**src/hw/rtl/fbpa_pkg.sv**
```systemverilog
`default_nettype none
package fbpa_pkg;

  localparam int unsigned ADDR_W = 32;
  localparam int unsigned SIZE_W = 16;
  localparam int unsigned CNT_W  = 9;
  localparam int unsigned SPAN_W = CNT_W + SIZE_W;
  localparam int unsigned CMD_W  = 2;
  localparam int unsigned REGI_W = 2;

  typedef enum logic [CMD_W-1:0] {
    CMD_RESTART = 2'd0,
    CMD_ALLOC   = 2'd1,
    CMD_FREE    = 2'd2
  } cmd_t;

  typedef enum logic [1:0] {
    STAT_OK    = 2'd0,
    STAT_EMPTY = 2'd1,
    STAT_RANGE = 2'd2,
    STAT_NONE  = 2'd3
  } status_t;

  typedef enum logic [REGI_W-1:0] {
    REG_BASE  = 2'd0,
    REG_SIZE  = 2'd1,
    REG_COUNT = 2'd2
  } reg_idx_t;

  typedef enum logic [2:0] {
    ST_IDLE = 3'b001,
    ST_READ = 3'b010,
    ST_FILL = 3'b100
  } state_t;

  typedef struct packed {
    status_t             status;
    logic [ADDR_W-1:0]   block_address;
    logic [CNT_W-1:0]    free_count;
  } res_t;

  typedef struct packed {
    logic             busy;
    logic [CNT_W-1:0] free_blocks;
    logic [CNT_W-1:0] outstanding;
  } ctrl_stat_t;

endpackage
`default_nettype wire

```
**src/hw/rtl/fbpa_outq.sv**
```systemverilog
`default_nettype none
module fbpa_outq
  import fbpa_pkg::*;
(
  input  wire logic  clk,
  input  wire logic  rst,
  input  wire logic  push,
  input  res_t       push_data,
  output logic       room,
  output logic       out_valid,
  input  wire logic  out_ready,
  output res_t       head
);

  logic v0, v1;
  res_t d0, d1;
  logic pop;

  assign pop       = v0 && out_ready;
  assign room      = !v1;
  assign out_valid = v0;
  assign head      = d0;

  always_ff @(posedge clk) begin
    if (rst) begin
      v0 <= 1'b0;
      v1 <= 1'b0;
    end else if (pop) begin
      if (v1) begin
        v1 <= push;
      end else begin
        v0 <= push;
      end
    end else if (!v0) begin
      v0 <= push;
    end else if (push) begin
      v1 <= 1'b1;
    end
  end

  always_ff @(posedge clk) begin
    if (pop) begin
      if (v1) begin
        d0 <= d1;
        d1 <= push_data;
      end else begin
        d0 <= push_data;
      end
    end else if (!v0) begin
      d0 <= push_data;
    end else if (push) begin
      d1 <= push_data;
    end
  end

endmodule
`default_nettype wire

```
**config.mk**
```make
export PLATFORM = sky130hd
export DESIGN_NAME = fbpa_outq
export DESIGN_NICKNAME = d
export VERILOG_FILES = /design/src/hw/rtl/fbpa_pkg.sv /design/src/hw/rtl/fbpa_outq.sv
export SDC_FILE = /design/constraint.sdc
export NUM_CORES = 1
export LEC_CHECK = 0
export ABC_CLOCK_PERIOD_IN_PS = 6970
export BUFFER_PORTS_ARGS = -buffer_cell sky130_fd_sc_hd__buf_2
export CAP_MARGIN = 20
export CORE_MARGIN = 2
export CORE_UTILIZATION = 43
export CTS_CLUSTER_DIAMETER = 150
export DETAILED_ROUTE_END_ITERATION = 6
export HOLD_SLACK_MARGIN = 0.1
export PLACE_DENSITY = 0.66
export SLEW_MARGIN = 20
export SYNTH_ARGS = -nofsm -noshare
export SYNTH_HDL_FRONTEND = slang
export SYNTH_SLANG_ARGS = --single-unit
```
**constraint.sdc**
```tcl
create_clock -name clk -period 6.97 [get_ports clk]
set_clock_uncertainty 0.05 [all_clocks]
set_input_delay 1.7425 -clock clk [delete_from_list [all_inputs] [get_ports clk]]
set_output_delay 1.7425 -clock clk [all_outputs]
set_load 0.01 [all_outputs]
```
==> flow_summary_export.csv <==
group,metric,value,unit
layout,area_delta_synth_final,21.20,%
clock_tree,cts_tree,"done",
die,core_area,7687,sq um
routing,drt_wl_total,5243,um
sta,max_slew_margin,32.93,%
power,p_seq_share,62.3,%
grt,grt_max_degree,44,
die,placementRows,32,
yosys,synth_mux_area_share,19.02,%
sta,tightest_slew,1.006,ns
yosys,synth_seq_cells,88,
power,ir_drop,0.1274,mV
placement,dpl_cell_area,3943,sq um
layout,drive_gt1_share,60.56,%
die,start_util,44.08,%
placement,portBuffers,91,
layout,num_antenna_cells,0,
clock_tree,path_clk_slew,0.07,ns
die,die_x,92.77,um
power,sw_frac_of_total,21.41,%
die,ioPinCount,92,
yosys,synth_top_family_by_area,"multiplexers",
power,power_switching,212.8,uW
routing,drtIter0Drc,45,
yosys,synthCells,147,
sta,finalSetupViolCount,0,
routing,dr.pass1.iters,4,
run_status,status,"finished clean",
grt,grt.overflow.total,0,
yosys,synth_xor_area_share,0,%
power,p_clk_share,29.5,%
clock_tree,cts_sinks,88,
worst_setup_path,cp.arrival,3.13,ns
placement,globalplace.congestion,0.6528,
sta,fmax,322.9,MHz
power,power_density,242.1,nW/um^2
sta,timing.final.crit_share,44.43,%
power,p_leak,1.723,nW
grt,grt_pass1_wl,8266,um
worst_setup_path,reg2reg_from,"out_valid",
layout,stdcell_count,353,
worst_setup_path,r2r_end,"head[25]",
yosys,synth_compound_area_share,0.5539,%
grt,antenna_found_initial,0,
routing,routed-via-count,1640,
worst_setup_path,required,7.00,ns
clock_tree,cts_resized,0,
placement,place_inst,337,
yosys,synthTopCellsByArea,"edfxtp_1, mux2_4, buf_6",
yosys,yosysUniqueCellTypes,15,
worst_setup_path,reg2reg_depth,2,
yosys,synth_top_area_share,76.22,%
power,power_frac_comb,8.2,%
yosys,synth_simple_gate_area_share,1.588,%
yosys,yosysSeqAreaShare,77.40,%
grt,grt_pass1_vias,1727,
layout,final_nets,293,
layout,fin_area,4106,sq um
clock_tree,holdBufCountCts,0,
yosys,synth-adder-area-share,0,%
sta,rsz0062_at_grt,"false",
clock_tree,ctsLongestPathBuffers,2,
hold_path,hp-class,"register to register",
worst_setup_path,criticalPathCategory,"input port to register",
routing,via_per_inst,4.646,
worst_setup_path,end_kind,"register",
sta,finalHoldViolCount,0,
yosys,yosys.area.top_type,"edfxtp_1",
clock_tree,cts_root_buf,"clkbuf_8",
power,internal-power,781.2,uW
routing,drt.antenna.violating_nets,0,
grt,grt_util_all_layers,12.86,%
hold_path,hp-start,"d1[30]",
yosys,syn_area_per_cell,23.05,sq um
die,dieArea,8605,sq um
clock_tree,numCtsBuffers,9,
yosys,synth.yosys.warnings,0,
job,drv_cap,0,
worst_setup_path,cp-start-kind,"input port",
hold_path,hold_path_depth,1,
yosys,syn-num-nets,194,
die,die_y,92.77,um
routing,drc_errors,0,
worst_setup_path,ff2ff_setup_slack,4.91,ns
clock_tree,htreeDepth,3,
worst_setup_path,cp_max_fo,43,
clock_tree,clk_latency,0.34,ns
sta,min_period,3.097,ns
hold_path,min_to,"head[30]",
yosys,synth_area,3388,sq um
routing,wire_per_inst,14.85,um
sta,slew_violations,0,
sta,fin_setup_tns,0,ns
clock_tree,post_cts_buffers,0,
[synthesized netlist by cell type]
library cell / n
buf_6: 4
nor2_1: 2
a2bb2oi_1: 1
dfxtp_1: 2
mux2_4: 40
a21oi_1: 2
nand3_4: 1
mux2i_1: 1
or2b_2: 1
nor2b_1: 1
edfxtp_1: 86
nand2b_1: 1
or2b_1: 1
mux2_2: 3
inv_1: 1
[per-stage QoR]
stage | power, mW | util, % | worst slack [ns] | hold WS [ns]
2_1_floorplan | 0.6735 | - | 2.678 | 0.4746
3_3_place_gp | 0.7123 | 51.29 | 3.559 | 0.4793
3_5_place_dp | 0.7148 | 51.29 | 3.507 | 0.4836
4_1_cts | 1.009 | 53.42 | 3.886 | 0.5014
5_1_grt | 1.032 | 53.42 | 3.802 | 0.5172
6_report | 0.9940 | 53.42 | 3.873 | 0.4999
[worst max-delay path by stage]
| stage | from | to | slack, ns |
|---|---|---|---|
| after global routing | out_ready | head[27] | 3.80 |
| final | out_ready | head[25] | 3.87 |
| after floorplan | out_ready | d1[0] | 2.68 |
| after CTS | out_ready | head[25] | 3.89 |
| after detailed placement | out_ready | head[6] | 3.51 |
| after global placement | out_ready | head[39] | 3.56 |
[flip-flops by register name, indices dropped and copies added, names as in the netlist]
signal,flops
head,43
out_valid,1
v1,1
d1,43
[cells by family after synthesis]
| logic type | Yosys count |
|---|---|
| mux | 44 |
| simple gates | 7 |
| compound gates | 3 |
| buf+inv | 5 |
| flops | 88 |
[power groups by stage]
stage / sequential, mW / combinational [mW] / clock [mW]
2_1_floorplan: 0.642 / 0.0317 / 0
3_3_place_gp: 0.631 / 0.0816 / 0
3_5_place_dp: 0.631 / 0.0836 / 0
4_1_cts: 0.619 / 0.0835 / 0.306
5_1_grt: 0.622 / 0.0899 / 0.321
6_report: 0.619 / 0.0817 / 0.293
[layer usage]
metal / global-route usage, % / up-vias / wire (um)
met1: 14.72 / 788 / 2181
met3: 4.638 / 8 / 449
met2: 21.20 / 65 / 2531
li1: - / 779 / -
met4: 6.618 / 0 / 81
met5: 0 / - / 0
[final cells by class]
type / count / area [sq um]
Multi-Input combinational cell: 54 / 725.7
Sequential cell: 88 / 2623
Fill cell: 676 / 3581
Clock buffer: 10 / 127.6
Timing Repair Buffer: 92 / 462.9
Clock inverter: 6 / 36.28
Tap cell: 102 / 127.6
Inverter: 1 / 3.754
[worst max-delay path: stages]
cell and delay (ns):
buf_2 0.15, nand3_4 0.66, mux2_4 0.55
[layout by cell type (no fill, tap or decap), drive strengths merged, types with 2 or more instances in the layout]
cell type,instances
clkinv,4
or2b,2
a21oi,2
clkbuf,10
edfxtp,86
mux2,43
clkinvlp,2
nor2,2
buf,92
dfxtp,2
(Power assumes the default switching activity.)
