===== src/hw/rtl/fbpa_pkg.sv =====
`default_nettype none
package fbpa_pkg;

  localparam int unsigned ADDR_W = 32;
  localparam int unsigned SIZE_W = 16;
  localparam int unsigned CNT_W  = 9;
  localparam int unsigned SPAN_W = CNT_W + SIZE_W;
  localparam int unsigned CMD_W  = 2;
  localparam int unsigned REGI_W = 2;

  typedef enum logic [CMD_W-1:0] {
    CMD_RESTART = 2'd0,
    CMD_ALLOC   = 2'd1,
    CMD_FREE    = 2'd2
  } cmd_t;

  typedef enum logic [1:0] {
    STAT_OK    = 2'd0,
    STAT_EMPTY = 2'd1,
    STAT_RANGE = 2'd2,
    STAT_NONE  = 2'd3
  } status_t;

  typedef enum logic [REGI_W-1:0] {
    REG_BASE  = 2'd0,
    REG_SIZE  = 2'd1,
    REG_COUNT = 2'd2
  } reg_idx_t;

  typedef enum logic [2:0] {
    ST_IDLE = 3'b001,
    ST_READ = 3'b010,
    ST_FILL = 3'b100
  } state_t;

  typedef struct packed {
    status_t             status;
    logic [ADDR_W-1:0]   block_address;
    logic [CNT_W-1:0]    free_count;
  } res_t;

  typedef struct packed {
    logic             busy;
    logic [CNT_W-1:0] free_blocks;
    logic [CNT_W-1:0] outstanding;
  } ctrl_stat_t;

endpackage
`default_nettype wire


===== src/hw/rtl/fbpa_ctrl.sv =====
`default_nettype none
module fbpa_ctrl
  import fbpa_pkg::*;
#(
  parameter int unsigned DEPTH = 256,
  parameter int unsigned PTR_W = 8
) (
  input  wire logic              clk,
  input  wire logic              rst,
  input  wire logic [ADDR_W-1:0] base_address,
  input  wire logic [SIZE_W-1:0] slot_size,
  input  wire logic [CNT_W-1:0]  slot_count,
  input  wire logic              in_valid,
  output logic                   in_ready,
  input  wire logic [CMD_W-1:0]  command,
  input  wire logic [ADDR_W-1:0] address,
  input  wire logic              room,
  output logic                   res_valid,
  output res_t                   res,
  output logic                   mem_we,
  output logic [PTR_W-1:0]       mem_waddr,
  output logic [ADDR_W-1:0]      mem_wdata,
  output logic                   mem_re,
  output logic [PTR_W-1:0]       mem_raddr,
  input  wire logic [ADDR_W-1:0] mem_rdata,
  output ctrl_stat_t             stat
);

  // a count register can never exceed its own range, so the clamp stops there
  localparam int unsigned CNT_MAX   = (2 ** CNT_W) - 1;
  localparam int unsigned DEPTH_CAP = (DEPTH < CNT_MAX) ? DEPTH : CNT_MAX;
  localparam logic        CAP_WRAPS = (DEPTH <= CNT_MAX);

  state_t            state, state_next;
  logic [PTR_W-1:0]  rd_ptr, wr_ptr;
  logic [CNT_W-1:0]  free_blocks, outstanding;
  logic [ADDR_W-1:0] pool_start;
  logic [SPAN_W-1:0] span;
  logic [CNT_W-1:0]  fill_n, fill_idx;
  logic [ADDR_W-1:0] fill_addr;

  logic              accept;
  logic [CNT_W-1:0]  n_clamp;
  logic [ADDR_W-1:0] offs;
  logic              in_pool;
  logic              fill_done;

  function automatic logic [PTR_W-1:0] ptr_inc(input logic [PTR_W-1:0] p);
    ptr_inc = (p == PTR_W'(DEPTH - 1)) ? '0 : p + PTR_W'(1);
  endfunction

  assign in_ready  = (state == ST_IDLE) && room;
  assign accept    = in_valid && in_ready;
  assign n_clamp   = (slot_count > CNT_W'(DEPTH_CAP)) ? CNT_W'(DEPTH_CAP) : slot_count;
  assign offs      = address - pool_start;
  assign in_pool   = (address >= pool_start) && (offs < ADDR_W'(span));
  assign fill_done = (fill_idx == fill_n);

  assign stat.busy        = (state != ST_IDLE);
  assign stat.free_blocks = free_blocks;
  assign stat.outstanding = outstanding;

  always_comb begin
    state_next        = state;
    res_valid         = 1'b0;
    res.status        = STAT_OK;
    res.block_address = '0;
    res.free_count    = free_blocks;
    mem_we            = 1'b0;
    mem_waddr         = wr_ptr;
    mem_wdata         = address;
    mem_re            = 1'b0;
    mem_raddr         = rd_ptr;
    case (state)
      ST_IDLE: begin
        if (accept) begin
          case (command)
            CMD_RESTART: state_next = ST_FILL;
            CMD_ALLOC: begin
              if (free_blocks == '0) begin
                res_valid  = 1'b1;
                res.status = STAT_EMPTY;
              end else begin
                mem_re     = 1'b1;
                state_next = ST_READ;
              end
            end
            CMD_FREE: begin
              res_valid = 1'b1;
              if (!in_pool) begin
                res.status = STAT_RANGE;
              end else if (outstanding == '0) begin
                res.status = STAT_NONE;
              end else begin
                mem_we         = 1'b1;
                res.free_count = free_blocks + CNT_W'(1);
              end
            end
            default: res_valid = 1'b1;
          endcase
        end
      end
      ST_READ: begin
        // room was checked at the transfer and only this path fills the queue
        res_valid         = 1'b1;
        res.block_address = mem_rdata;
        state_next        = ST_IDLE;
      end
      ST_FILL: begin
        if (fill_done) begin
          res_valid  = 1'b1;
          state_next = ST_IDLE;
        end else begin
          mem_we    = 1'b1;
          mem_waddr = PTR_W'(fill_idx);
          mem_wdata = fill_addr;
        end
      end
      default: state_next = ST_IDLE;
    endcase
  end

  always_ff @(posedge clk) begin
    if (rst) begin
      state       <= ST_IDLE;
      rd_ptr      <= '0;
      wr_ptr      <= '0;
      free_blocks <= '0;
      outstanding <= '0;
      pool_start  <= '0;
      span        <= '0;
      fill_n      <= '0;
      fill_idx    <= '0;
    end else begin
      state <= state_next;
      if (accept) begin
        case (command)
          CMD_RESTART: begin
            pool_start  <= base_address;
            span        <= SPAN_W'(n_clamp) * SPAN_W'(slot_size);
            rd_ptr      <= '0;
            wr_ptr      <= (CAP_WRAPS && n_clamp == CNT_W'(DEPTH_CAP)) ? '0 : PTR_W'(n_clamp);
            free_blocks <= n_clamp;
            outstanding <= '0;
            fill_n      <= n_clamp;
            fill_idx    <= '0;
          end
          CMD_ALLOC: begin
            if (free_blocks != '0) begin
              rd_ptr      <= ptr_inc(rd_ptr);
              free_blocks <= free_blocks - CNT_W'(1);
              outstanding <= outstanding + CNT_W'(1);
            end
          end
          CMD_FREE: begin
            if (in_pool && outstanding != '0) begin
              wr_ptr      <= ptr_inc(wr_ptr);
              free_blocks <= free_blocks + CNT_W'(1);
              outstanding <= outstanding - CNT_W'(1);
            end
          end
          default: ;
        endcase
      end else if (state == ST_FILL && !fill_done) begin
        fill_idx <= fill_idx + CNT_W'(1);
      end
    end
  end

  always_ff @(posedge clk) begin
    if (accept) begin
      fill_addr <= base_address;
    end else if (state == ST_FILL) begin
      fill_addr <= fill_addr + ADDR_W'(slot_size);
    end
  end

endmodule
`default_nettype wire


===== config.mk =====
export PLATFORM = sky130hd
export DESIGN_NAME = fbpa_ctrl
export DESIGN_NICKNAME = d
export VERILOG_FILES = /design/src/hw/rtl/fbpa_pkg.sv /design/src/hw/rtl/fbpa_ctrl.sv
export SDC_FILE = /design/constraint.sdc
export NUM_CORES = 1
export LEC_CHECK = 0
export ABC_AREA = 1
export ABC_CLOCK_PERIOD_IN_PS = 5750
export BUFFER_PORTS_ARGS = -buffer_cell sky130_fd_sc_hd__buf_2
export CAP_MARGIN = 20
export CORE_UTILIZATION = 40
export CTS_CLUSTER_DIAMETER = 40
export DETAILED_ROUTE_END_ITERATION = 8
export GPL_ROUTABILITY_DRIVEN = 1
export GPL_TIMING_DRIVEN = 0
export PLACE_DENSITY_LB_ADDON = 0.3
export SLEW_MARGIN = 20
export SYNTH_ARGS = -nofsm -noshare
export SYNTH_HDL_FRONTEND = slang
export SYNTH_SLANG_ARGS = --single-unit

===== constraint.sdc =====
create_clock -name clk -period 5.75 [get_ports clk]
set_input_delay 1.15 -clock clk [delete_from_list [all_inputs] [get_ports clk]]
set_output_delay 1.15 -clock clk [all_outputs]
set_load 0.02 [all_outputs]

==> results.py <==
metrics = {
    "critical_path": {
        "cpMaxStageDelayCell": "ha_1",
        "arrival_ns": 4.49,
        "path_delay_family": "simple AND/OR/NAND/NOR gates",
        "startpoint": "address[9]",
        "endpoint": "res[1]",
        "cp-start-kind": "input port",
        "r2r_cells": 23,
        "r2r_end": "wr_ptr[3]",
        "crit_type": "in -> out",
        "end_kind": "output port",
        "crit_required_ns": 4.60,
        "worstPathMaxFanout": 8,
        "r2r_start": "pool_start[9]",
        "cp_cell_sequence": "buf_2, ha_1, nand2_2, inv_1, nand2_1, nand2_1, nand3b_1, a31oi_1, xnor2_1, ha_1, a21oi_1, a21oi_2, nor3_2, nand2_1, o21ai_4, nand4_4, buf_8, nor2_4, a21oi_4, buf_6",
        "ff2ff_setup_slack_ns": 1.90,
        "critPathMaxStageDelay_ns": 0.38,
        "worst-path-stages": 20,
        "crit_buf_inv": 4,
        "cpMostUsedCell": "nand2_1",
    },
    "global_routing": {
        "grt_overflow": 0,
        "gr-usage-all-layers_pct": 26.1,
        "grt_max_degree": 29,
        "antenna_found_initial": 1,
        "grt_pass1_vias": 16000,
        "grt_pass1_wl_mm": 83.3,
    },
    "layout": {
        "instances_no_fill": 3228,
        "area_growth_syn_to_layout_pct": 23.5,
        "nets": 3059,
        "final_cell_mix": "561 x nand2_1, 463 x inv_1, 231 x buf_2, 229 x nor2_1, 143 x o21ai_0",
        "drive_above_1_share_pct": 18.5,
        "layout_commonest_cell": "nand2_1",
    },
    "outcome": {
        "status": "complete, no violations",
    },
    "timing": {
        "setup_tns_ns": 0,
        "finalWorstSetupSlack_ns": 0.110,
        "max_freq_mhz": 177,
        "setup_viol": 0,
        "worst_pin_slew_ns": 0.868,
        "min_period_over_period_pct": 98.1,
        "slew_viol_final": 0,
        "hold_violations": 0,
        "period_needed_ns": 5.64,
        "skew_ns": 0.0124,
        "rsz0062_at_grt": "yes",
        "max_slew_margin_pct": 42.2,
    },
    "synthesis": {
        "syn_nets": 2766,
        "synth.yosys.seq_area_share_pct": 20.1,
        "synthesis.area_um2": 15900,
        "synth_cell_types": 51,
        "synth_async_sr_flop_share_pct": 0,
        "synth_warnings": 0,
        "synth.avg_cell_area_um2": 6.62,
        "netlist_instances": 2403,
        "synth_top_flop_cell": "dfxtp_1",
        "synth_enable_flop_cells": 32,
        "ys_seq_elements": 144,
    },
    "floorplanning": {
        "initial_core_util_pct": 40.9,
        "dieArea_um2": 40600,
        "core_um2": 38900,
        "die_w_um": 201,
        "pin_count": 241,
        "die_y_um": 201,
        "num_rows": 72,
    },
    "power_and_ir_drop": {
        "ir_drop_mv": 0.272,
        "p_total_mw": 4.37,
        "power_density_nw_per_um2": 223,
        "leakage_nw": 9.97,
    },
    "clock_network": {
        "cts.clk_slew.worst_paths_ns": 0.06,
        "cts_buffers": 17,
        "ctsHoldBuffers": 0,
        "tritoncts": "yes",
        "clk_latency_ns": 0.47,
        "cts_buffer_depth": 2,
        "h-tree-depth": 4,
        "cts.sinks": 144,
        "root_buffer": "clkbuf_16",
    },
    "detailed_routing": {
        "drt_iter0_markers": 1211,
        "avgViaCountPerCell": 5.16,
        "final_antenna_net_count": 0,
        "vias": 16600,
        "wl_per_cell_um": 16.5,
        "totalWireLength_mm": 53.2,
        "drc": 0,
        "firstDrtPassIters": 5,
    },
    "place": {
        "globalplace.congestion": 0.953,
        "dp_cells": 3161,
        "post-place-ws_ns": -1.21,
        "portBuffers": 239,
        "place.detailed.hpwl_mm": 43.2,
    },
    "min_path": {
        "hp-class": "reg -> reg",
    },
    "job": {
        "cap_violations": 0,
    },
}
==> metal layers <==
| metal | part of all wire (%) | up-vias | routed length, um | global-route usage, % |
|---|---|---|---|---|
| met5 | 0 | - | 0 | 0 |
| met4 | 3.3 | 0 | 1750 | 10.1 |
| met3 | 5.9 | 100 | 3140 | 3.51 |
| met2 | 47 | 544 | 24800 | 43.5 |
| met1 | 44 | 7868 | 23500 | 34.1 |
| li1 | - | 8131 | - | - |
==> tightest hold or removal path, cell delays in order, from the launching register on <==
cell,delay [ns]
dfxtp_1,0.30
inv_1,0.06
o22ai_1,0.08
==> cell families after synthesis <==
group	count (synthesis)	share of synthesized area, %
DFF	144	20.1
buffers and inverters	548	13.2
AOI/OAI and AO/OA	388	13.3
adders and majority gates	236	23.4
xor gates and xnor gates	63	3.47
and+or+nand+nor	1024	26.5
==> synth_stat cells, types with 6 or more instances <==
| master | instances | area share, % |
|---|---|---|
| a21oi_1 | 143 | 4.5 |
| a31oi_1 | 18 | 0.71 |
| and2_1 | 6 | 0.24 |
| buf_1 | 7 | 0.17 |
| clkbuf_1 | 48 | 1.1 |
| dfxtp_1 | 112 | 14 |
| edfxtp_1 | 32 | 6.0 |
| fa_1 | 102 | 13 |
| ha_1 | 134 | 11 |
| inv_1 | 474 | 11 |
| nand2_1 | 589 | 14 |
| nand2_2 | 10 | 0.39 |
| nand3_1 | 90 | 2.8 |
| nand3b_1 | 6 | 0.28 |
| nand4_1 | 16 | 0.63 |
| nor2_1 | 242 | 5.7 |
| nor2_2 | 9 | 0.35 |
| nor3_1 | 25 | 0.79 |
| nor4_1 | 8 | 0.31 |
| o211ai_1 | 7 | 0.33 |
| o21ai_0 | 149 | 4.7 |
| o21ai_1 | 6 | 0.19 |
| o22ai_1 | 31 | 1.2 |
| or2_2 | 14 | 0.55 |
| xnor2_1 | 15 | 0.83 |
| xor2_1 | 48 | 2.6 |
==> metrics by stage <==
step	instance area (um2)	util, %	hold WS [ns]
finish	19700	50.5	0.483
CTS	18800	48.2	0.479
global placement	17800	45.7	0.451
detailed placement	17800	45.8	0.464
floorplan	16000	-	0.428
global route	19600	50.5	0.497
==> registers in the layout (all words and copies together) (netlist names) <==
register,flops
fill_addr,32
pool_start,32
span,25
fill_idx,9
fill_n,9
free_blocks,9
outstanding,9
mem_raddr,8
wr_ptr,8
state,3
==> how the worst min path moves through the flow <==
stage | from | to | slack [ns] | cells after the start
after floorplan | span[0] | span[0] | 0.43 | 2
after global placement | pool_start[0] | pool_start[0] | 0.45 | 2
after detailed placement | pool_start[0] | pool_start[0] | 0.46 | 2
after CTS | pool_start[0] | pool_start[0] | 0.48 | 2
after global routing | fill_n[0] | fill_n[0] | 0.50 | 2
final | pool_start[13] | pool_start[13] | 0.48 | 2
==> power breakdown <==
group          leakage [nW]  internal [mW]  total [mW]  switching (mW)
clock network         0.286          0.624        1.12           0.496
logic                  8.47          0.834        2.13            1.30
registers              1.21           1.09        1.12          0.0341
total                  9.97           2.55        4.37            1.83
==> layout make-up <==
type | count | area (um2)
flip-flops and latches | 144 | 3200
clock inverters | 14 | 131
repair buffers | 277 | 1630
well taps | 518 | 648
diodes | 1 | 2.50
multi-input cells | 1711 | 11400
plain buffers | 63 | 328
clock buffers | 18 | 450
fillers | 3978 | 19300
inverters | 482 | 1850
==> what timing repair did <==
action,4_1_cts,5_1_grt
resized for setup,65,161
pin swaps,15,55
endpoints found under the setup margin,28,26
setup buffers,16,21
cloned,0,1
(Power assumes the default switching activity.)
